**config.mk**
```make
export PLATFORM = sky130hd
export DESIGN_NAME = integer_to_radix_digits_core
export DESIGN_NICKNAME = d
export VERILOG_FILES = /design/src/rtl/itrd_pkg.sv /design/src/rtl/integer_to_radix_digits_core.sv /design/src/rtl/itrd_ctrl.sv /design/src/rtl/itrd_datapath.sv
export SDC_FILE = /design/constraint.sdc
export NUM_CORES = 1
export LEC_CHECK = 0
export BUFFER_PORTS_ARGS = -buffer_cell sky130_fd_sc_hd__buf_2
export CAP_MARGIN = 20
export CORE_ASPECT_RATIO = 0.9
export CORE_UTILIZATION = 56
export CTS_BUF_LIST = sky130_fd_sc_hd__clkbuf_16
export CTS_CLUSTER_SIZE = 12
export DETAILED_ROUTE_END_ITERATION = 12
export PLACE_DENSITY = 0.76
export SYNTH_ARGS = -nofsm -noshare
export SYNTH_HDL_FRONTEND = slang
export SYNTH_SLANG_ARGS = --single-unit
```
**constraint.sdc**
```tcl
create_clock -name clk -period 13 [get_ports clk]
set_input_delay 3.25 -clock clk [delete_from_list [all_inputs] [get_ports clk]]
set_output_delay 3.25 -clock clk [all_outputs]
set_load 0.01 [all_outputs]
```
**src/rtl/itrd_pkg.sv**
```systemverilog
// ----------------------------------------------------------------------------
// itrd_pkg
// Shared types, constants and helpers for the integer-to-radix-digits core.
// ----------------------------------------------------------------------------
package itrd_pkg;

    localparam int MAX_DIGITS_DEF = 32;
    localparam int VALUE_BITS_DEF = 32;

    // bits of the quotient consumed per long-division cycle
    localparam int CHUNK_BITS = 8;

    localparam int RADIX_W = 5;
    localparam int DIGIT_W = 4;
    localparam int CHAR_W  = 7;

    localparam logic [RADIX_W-1:0] RADIX_MIN = 5'd2;
    localparam logic [RADIX_W-1:0] RADIX_MAX = 5'd16;

    localparam logic [CHAR_W-1:0]  CH_MINUS  = 7'd45;
    localparam logic [CHAR_W-1:0]  CH_ZERO   = 7'd48;
    localparam logic [CHAR_W-1:0]  CH_ALPHA  = 7'd65;
    localparam logic [CHAR_W-1:0]  CH_NINE   = 7'd57;
    localparam logic [CHAR_W-1:0]  CH_F      = 7'd70;
    localparam logic [DIGIT_W-1:0] DIGIT_TEN = 4'd10;

    typedef enum logic [2:0] {
        ST_IDLE,
        ST_DIV,
        ST_SIGN,
        ST_POP,
        ST_FLUSH
    } state_t;

    typedef struct packed {
        logic load;   // capture a new request
        logic div;    // one chunk step of long division
        logic sign;   // emit '-'
        logic pop;    // pop one digit off the stack
    } cmd_t;

    typedef struct packed {
        logic div_done;  // this cycle finishes a digit and the quotient is zero
        logic negative;
        logic pop_last;  // one digit left on the stack
    } status_t;

    function automatic logic [CHAR_W-1:0] digit_char(input logic [DIGIT_W-1:0] d);
        logic [CHAR_W-1:0] c;
        if (d >= DIGIT_TEN)
        begin
            c = CH_ALPHA + CHAR_W'(d - DIGIT_TEN);
        end
        else
        begin
            c = CH_ZERO + CHAR_W'(d);
        end
        return c;
    endfunction

endpackage

```
**src/rtl/integer_to_radix_digits_core.sv**
```systemverilog
// ----------------------------------------------------------------------------
// integer_to_radix_digits_core
// Signed integer to base-R ASCII text, most significant digit first.
//
//   channel   handshake          fields
//   -------   ----------------   ---------------------------
//   request   start / busy       value, radix
//   result    strobe (1 cycle)   char_code, last
//
// A request runs the long division (one 8-bit chunk of the quotient per
// cycle, from the top chunk down; the top chunk is dropped once it reaches
// zero, at most one chunk per digit), emits '-' for a negative value, and
// then pops the digits off the stack one per cycle.
// Reset is asynchronous; the digit stack needs no clearing pass.
// Results cannot be stalled; busy stays high until the last pop is out.
// ----------------------------------------------------------------------------
module integer_to_radix_digits_core #(
    parameter int MAX_DIGITS = itrd_pkg::MAX_DIGITS_DEF,
    parameter int VALUE_BITS = itrd_pkg::VALUE_BITS_DEF
) (
    input  logic                          clk,
    input  logic                          rst_n,
    input  logic                          start,
    output logic                          busy,
    input  logic signed [VALUE_BITS-1:0]  value,
    input  logic [itrd_pkg::RADIX_W-1:0]  radix,
    output logic                          strobe,
    output logic [itrd_pkg::CHAR_W-1:0]   char_code,
    output logic                          last
);

    itrd_pkg::cmd_t    cmd;
    itrd_pkg::status_t status;

    itrd_ctrl u_ctrl (
        .clk    (clk),
        .rst_n  (rst_n),
        .start  (start),
        .status (status),
        .cmd    (cmd),
        .busy   (busy)
    );

    itrd_datapath #(
        .MAX_DIGITS (MAX_DIGITS),
        .VALUE_BITS (VALUE_BITS)
    ) u_datapath (
        .clk       (clk),
        .rst_n     (rst_n),
        .cmd       (cmd),
        .value     (value),
        .radix     (radix),
        .status    (status),
        .strobe    (strobe),
        .char_code (char_code),
        .last      (last)
    );

`ifndef SYNTHESIS
    // final character lands after the sequencer has gone idle
    assert property (@(posedge clk) disable iff (!rst_n)
        strobe && last |-> !busy)
        else $error("last character while busy");

    // every other character comes out while a request is in progress
    assert property (@(posedge clk) disable iff (!rst_n)
        strobe && !last |-> busy)
        else $error("stray character outside a request");

    // a request only begins from start
    assert property (@(posedge clk) disable iff (!rst_n)
        $rose(busy) |-> $past(start))
        else $error("busy rose without start");

    assert property (@(posedge clk) disable iff (!rst_n)
        strobe |-> (char_code == itrd_pkg::CH_MINUS)
                || (char_code >= itrd_pkg::CH_ZERO && char_code <= itrd_pkg::CH_NINE)
                || (char_code >= itrd_pkg::CH_ALPHA && char_code <= itrd_pkg::CH_F))
        else $error("illegal character code");
`endif

endmodule

```
**src/rtl/itrd_ctrl.sv**
```systemverilog
// ----------------------------------------------------------------------------
// itrd_ctrl
// Sequencer: divide until the quotient is zero, optional sign, then pop digits.
// ----------------------------------------------------------------------------
module itrd_ctrl (
    input  logic              clk,
    input  logic              rst_n,
    input  logic              start,
    input  itrd_pkg::status_t status,
    output itrd_pkg::cmd_t    cmd,
    output logic              busy
);

    itrd_pkg::state_t state_reg;
    itrd_pkg::state_t state_next;

    always_ff @(posedge clk or negedge rst_n)
    begin
        if (!rst_n)
        begin
            state_reg <= itrd_pkg::ST_IDLE;
        end
        else
        begin
            state_reg <= state_next;
        end
    end

    always_comb
    begin
        state_next = state_reg;
        case (state_reg)
            itrd_pkg::ST_IDLE:
            begin
                if (start)
                begin
                    state_next = itrd_pkg::ST_DIV;
                end
            end
            itrd_pkg::ST_DIV:
            begin
                if (status.div_done)
                begin
                    state_next = status.negative ? itrd_pkg::ST_SIGN : itrd_pkg::ST_POP;
                end
            end
            itrd_pkg::ST_SIGN:
            begin
                state_next = itrd_pkg::ST_POP;
            end
            itrd_pkg::ST_POP:
            begin
                if (status.pop_last)
                begin
                    state_next = itrd_pkg::ST_FLUSH;
                end
            end
            itrd_pkg::ST_FLUSH:
            begin
                state_next = itrd_pkg::ST_IDLE;
            end
            default:
            begin
                state_next = itrd_pkg::ST_IDLE;
            end
        endcase
    end

    always_comb
    begin
        cmd  = '0;
        busy = 1'b1;
        case (state_reg)
            itrd_pkg::ST_IDLE:
            begin
                busy     = 1'b0;
                cmd.load = start;
            end
            itrd_pkg::ST_DIV:
            begin
                cmd.div = 1'b1;
            end
            itrd_pkg::ST_SIGN:
            begin
                cmd.sign = 1'b1;
            end
            itrd_pkg::ST_POP:
            begin
                cmd.pop = 1'b1;
            end
            itrd_pkg::ST_FLUSH:
            begin
                busy = 1'b1;
            end
            default:
            begin
                busy = 1'b1;
            end
        endcase
    end

endmodule

```
**src/rtl/itrd_datapath.sv**
```systemverilog
// ----------------------------------------------------------------------------
// itrd_datapath
// Magnitude/radix capture, chunked long division, digit stack, char output.
// ----------------------------------------------------------------------------
module itrd_datapath #(
    parameter int MAX_DIGITS = itrd_pkg::MAX_DIGITS_DEF,
    parameter int VALUE_BITS = itrd_pkg::VALUE_BITS_DEF
) (
    input  logic                          clk,
    input  logic                          rst_n,
    input  itrd_pkg::cmd_t                cmd,
    input  logic [VALUE_BITS-1:0]         value,
    input  logic [itrd_pkg::RADIX_W-1:0]  radix,
    output itrd_pkg::status_t             status,
    output logic                          strobe,
    output logic [itrd_pkg::CHAR_W-1:0]   char_code,
    output logic                          last
);

    localparam int CHUNK  = itrd_pkg::CHUNK_BITS;
    localparam int NCHUNK = (VALUE_BITS + CHUNK - 1) / CHUNK;
    localparam int QW     = NCHUNK * CHUNK;
    localparam int CIW    = (NCHUNK > 1) ? $clog2(NCHUNK) : 1;
    localparam int SAW    = $clog2(MAX_DIGITS);
    localparam int CW     = $clog2(MAX_DIGITS + 1);
    localparam int DW     = itrd_pkg::DIGIT_W;
    localparam int RW     = itrd_pkg::RADIX_W;
    localparam int HW     = itrd_pkg::CHAR_W;

    logic [QW-1:0]  q_reg;
    logic [DW-1:0]  rem_reg;
    logic [RW-1:0]  radix_reg;
    logic [CIW-1:0] chunk_reg;
    logic [CIW-1:0] top_reg;
    logic [CW-1:0]  count_reg;
    logic           neg_reg;

    logic [DW-1:0]  stack_mem [MAX_DIGITS];
    logic [DW-1:0]  rd_reg;
    logic           pop_vld_reg;
    logic           pop_last_reg;

    logic           out_vld_reg;
    logic [HW-1:0]  out_char_reg;
    logic           out_last_reg;

    logic [VALUE_BITS-1:0] mag;
    logic [RW-1:0]         radix_sat;
    logic [CHUNK-1:0]      chunk_in;
    logic [CHUNK-1:0]      chunk_q;
    logic [DW-1:0]         rem_next;
    logic [QW-1:0]         q_upd;
    logic                  last_chunk;
    logic                  top_drop;
    logic [CW-1:0]         count_m1;
    logic                  push_ok;

    // Magnitude of the most negative value wraps to 2^(VALUE_BITS-1), as wanted
    assign mag = value[VALUE_BITS-1] ? (~value + 1'b1) : value;

    always_comb
    begin
        radix_sat = radix;
        if (radix < itrd_pkg::RADIX_MIN)
        begin
            radix_sat = itrd_pkg::RADIX_MIN;
        end
        else if (radix > itrd_pkg::RADIX_MAX)
        begin
            radix_sat = itrd_pkg::RADIX_MAX;
        end
    end

    // One chunk of restoring division; remainder stays below radix (<= 16)
    always_comb
    begin
        logic [DW-1:0] r;
        logic [RW-1:0] t;
        chunk_in = q_reg[chunk_reg*CHUNK +: CHUNK];
        r        = rem_reg;
        chunk_q  = '0;
        for (int i = CHUNK - 1; i >= 0; i--)
        begin
            t = {r, chunk_in[i]};
            if (t >= radix_reg)
            begin
                r          = DW'(t - radix_reg);
                chunk_q[i] = 1'b1;
            end
            else
            begin
                r = DW'(t);
            end
        end
        rem_next = r;
    end

    always_comb
    begin
        q_upd = q_reg;
        q_upd[chunk_reg*CHUNK +: CHUNK] = chunk_q;
    end

    assign last_chunk = (chunk_reg == '0);
    assign top_drop   = (top_reg != '0) && (q_upd[top_reg*CHUNK +: CHUNK] == '0);
    assign count_m1   = count_reg - 1'b1;
    assign push_ok    = (count_reg < CW'(MAX_DIGITS));

    assign status.div_done = cmd.div && last_chunk && (q_upd == '0);
    assign status.negative = neg_reg;
    assign status.pop_last = (count_reg == CW'(1));

    always_ff @(posedge clk or negedge rst_n)
    begin
        if (!rst_n)
        begin
            q_reg     <= '0;
            rem_reg   <= '0;
            chunk_reg <= '0;
            top_reg   <= '0;
            count_reg <= '0;
            neg_reg   <= 1'b0;
            radix_reg <= itrd_pkg::RADIX_MIN;
        end
        else if (cmd.load)
        begin
            q_reg     <= QW'(mag);
            rem_reg   <= '0;
            chunk_reg <= CIW'(NCHUNK - 1);
            top_reg   <= CIW'(NCHUNK - 1);
            count_reg <= '0;
            neg_reg   <= value[VALUE_BITS-1];
            radix_reg <= radix_sat;
        end
        else if (cmd.div)
        begin
            q_reg <= q_upd;
            if (last_chunk)
            begin
                // digit complete; restart from the top active chunk
                rem_reg   <= '0;
                top_reg   <= top_drop ? (top_reg - 1'b1) : top_reg;
                chunk_reg <= top_drop ? (top_reg - 1'b1) : top_reg;
                if (push_ok)
                begin
                    count_reg <= count_reg + 1'b1;
                end
            end
            else
            begin
                rem_reg   <= rem_next;
                chunk_reg <= chunk_reg - 1'b1;
            end
        end
        else if (cmd.pop)
        begin
            count_reg <= count_m1;
        end
    end

    // Digit stack; digits past capacity (most significant) are dropped
    always_ff @(posedge clk)
    begin
        if (cmd.div && last_chunk && push_ok)
        begin
            stack_mem[count_reg[SAW-1:0]] <= rem_next;
        end
        if (cmd.pop)
        begin
            rd_reg <= stack_mem[count_m1[SAW-1:0]];
        end
    end

    always_ff @(posedge clk or negedge rst_n)
    begin
        if (!rst_n)
        begin
            pop_vld_reg  <= 1'b0;
            pop_last_reg <= 1'b0;
            out_vld_reg  <= 1'b0;
        end
        else
        begin
            pop_vld_reg  <= cmd.pop;
            pop_last_reg <= cmd.pop && status.pop_last;
            out_vld_reg  <= pop_vld_reg || cmd.sign;
        end
    end

    always_ff @(posedge clk)
    begin
        if (cmd.sign)
        begin
            out_char_reg <= itrd_pkg::CH_MINUS;
            out_last_reg <= 1'b0;
        end
        else
        begin
            out_char_reg <= itrd_pkg::digit_char(rd_reg);
            out_last_reg <= pop_last_reg;
        end
    end

    assign strobe    = out_vld_reg;
    assign char_code = out_char_reg;
    assign last      = out_last_reg;

endmodule
```
==> impl_metrics.json <==
{
  "status": "finished clean",
  "insertion_delay_ns": 0.45,
  "min_to": "u_datapath.strobe$_DFF_PN0_",
  "core_um2": 19400,
  "ant_nets": 0,
  "htreeDepth": 4,
  "area_growth_pct": 10.97,
  "worst_r2r_path_depth": 53,
  "drt_iter0_markers": 978,
  "rsz0062_at_grt": "false",
  "crit_path_end_kind": "flip-flop",
  "timing.final.crit_period_ns": 12.27,
  "multiInputGateArea_um2": 5299,
  "drv_cap": 0,
  "tritoncts": "built",
  "critPathLaunchType": "flip-flop",
  "wl_per_cell_um": 22.41,
  "design_area_um2": 12420,
  "seqCellArea_um2": 5578,
  "setup_viol": 0,
  "holdPathStages": 1,
  "ctsLongestPathBuffers": 2,
  "drive_gt1_share_pct": 19.25,
  "min_from": "u_datapath.pop_vld_reg$_DFF_PN0_",
  "die_x_um": 151.0,
  "diodes": 0,
  "critPathTopFamily": "compound AO/OA/AOI/OAI gates",
  "synth_edf_count": 132,
  "synth.ff_latch_count": 198,
  "reg2reg_slack_ns": 0.73,
  "grt_max_degree": 59,
  "cts.sinks": 198,
  "finalCritPeriodShare_pct": 94.35,
  "tightest_slew_ns": 1.109,
  "io_pins": 50,
  "max_stage_delay_ns": 0.48,
  "routed_wl_um": 27830,
  "grt_first_pass_wirelength_um": 43260,
  "holdWs_ns": 0.4358,
  "maxSlewHeadroom_pct": 25.41,
  "dpl-instance-area_um2": 11800,
  "netlist_area_um2": 11190,
  "critPathKind": "flip-flop to flip-flop",
  "fin_worst_skew_ns": 0.01276,
  "final_nets": 1085,
  "ys_seq_area_share_pct": 49.84,
  "cts_made_buffers": 17,
  "initial_core_util_pct": 57.68,
  "n_fill_cell": 1420,
  "ys_types": 74,
  "syn_inst": 921,
  "grt_pass1_vias": 7682,
  "syn_area_per_cell_um2": 12.15,
  "hold_class": "flip-flop to flip-flop",
  "async_flop_share_pct": 29.29,
  "clk_pin_slew_ns": 0.08,
  "route.detailed.drc": 0,
  "vias_per_cell": 6.573,
  "worstReg2RegEnd": "u_datapath.top_reg[0]$_DFFE_PN0P_",
  "hold_viol": 0,
  "die_area_um2": 20550,
  "synth_fp_nets": 1027,
  "worstPathRequired_ns": 13.37,
  "startpoint": "u_datapath.chunk_reg[1]$_DFFE_PN0P_",
  "timing.setup.tns_ns": 0,
  "cts_setup_buffers": 0,
  "dp_hpwl_um": 19560,
  "via_count": 8164,
  "clock.fmax_ghz": 0.08153,
  "gp_congestion": 1.020,
  "reg2reg_from": "u_datapath.chunk_reg[1]$_DFFE_PN0P_",
  "crit_arrival_ns": 12.63,
  "place_inst": 1210,
  "crit_buf_inv": 8,
  "grtUsageTotal_pct": 28.78,
  "critPathMaxFanout": 13,
  "antenna_found_initial": 0,
  "synth_warnings": 0,
  "slowest_stage": "a2111o_1",
  "grt_overflow_total": 0,
  "dr.pass1.iters": 6,
  "finalNonFillerCells": 1242,
  "io_buffers": 49,
  "largest_reg_flops": 128,
  "placementRows": 48,
  "cp_common_cell": "ha_1",
  "slew_viol_final": 0,
  "ys.flop_type": "edfxtp_1",
  "cts_root_buf": "clkbuf_16",
  "die_h_um": 136.1
}
[per-stage QoR]
step / util [%] / setup slack, ns
global placement: 60.85 / 1.002
floorplan: - / 0.4573
global route: 64.00 / 0.04479
CTS: 63.95 / 0.6146
finish: 64.00 / 0.7345
detailed placement: 60.85 / 0.8174
[what timing repair did]
| action | 4_1_cts | 5_1_grt |
|---|---|---|
| hold buffers | 0 | 0 |
| endpoints found under the setup margin | 0 | 92 |
| resized for setup | 0 | 3 |
[logic make-up (layout without fill, tap and decap cells)]
family	Yosys count	in the layout	share of synthesized area (%)
adder cells (fa/ha/maj)	66	66	7.918
AO/OA/AOI/OAI	216	216	13.01
AND/OR/NAND/NOR	219	219	9.472
flip-flops	198	198	49.84
buffers and inverters	88	159	2.975
XOR/XNOR	53	53	4.149
multiplexers	81	81	12.64
[per-layer routing]
layer	GRT usage [%]	share of wire, %	vias to the layer above
met5	0	0	-
met4	10.00	2.6	0
met3	9.128	11	78
met2	40.37	43	439
met1	42.03	43	4009
li1	-	-	3638
[how the worst max path moves through the flow]
stage | cells after the start | endpoint | slack [ns]
detailed placement | 53 | u_datapath.top_reg[0]$_DFFE_PN0P_ | 0.82
CTS | 54 | u_datapath.top_reg[0]$_DFFE_PN0P_ | 0.61
finish | 53 | u_datapath.top_reg[0]$_DFFE_PN0P_ | 0.73
global placement | 53 | u_datapath.top_reg[1]$_DFFE_PN0P_ | 1.00
global route | 57 | u_datapath.top_reg[1]$_DFFE_PN0P_ | 0.04
floorplan | 48 | u_datapath.stack_mem[0][1]$_DFFE_PP_ | 0.46
[Yosys cell counts (13+ instances only)]
cell type | count | area share (%)
a21oi_1 | 42 | 1.9
dfrtp_1 | 57 | 13
clkbuf_1 | 24 | 0.81
xnor2_1 | 26 | 2.0
inv_1 | 53 | 1.8
nor2_1 | 73 | 2.4
a22oi_1 | 19 | 1.3
nor4_1 | 14 | 0.78
edfxtp_1 | 132 | 35
nand2_1 | 57 | 1.9
a21o_1 | 16 | 1.1
mux2_2 | 22 | 2.2
o21ai_1 | 15 | 0.67
mux2i_1 | 13 | 1.2
o21ai_0 | 44 | 2.0
xor2_1 | 27 | 2.1
mux4_2 | 46 | 9.3
ha_1 | 58 | 6.5
[placed cells by master (no fill, tap or decap), types with 17 or more instances in the layout]
master,n
buf_4,23
nor2_1,73
mux4_2,46
ha_1,57
xnor2_1,26
clkbuf_16,17
xor2_1,27
o21ai_0,43
inv_1,53
a21oi_1,41
dfrtp_1,56
edfxtp_1,132
nand2_1,57
buf_2,49
a22oi_1,19
mux2_2,22
[cell type report]
cell class / count / area share, %
Sequential cell: 198 / 44.93
Inverter: 55 / 1.663
Timing Repair Buffer: 72 / 3.366
Tap cell: 250 / 2.519
Clock inverter: 15 / 1.421
Multi-Input combinational cell: 635 / 42.68
Clock buffer: 17 / 3.426
Power is not shown: default switching activity piles up to over one toggle a cycle in this logic, so the estimate is an artifact.
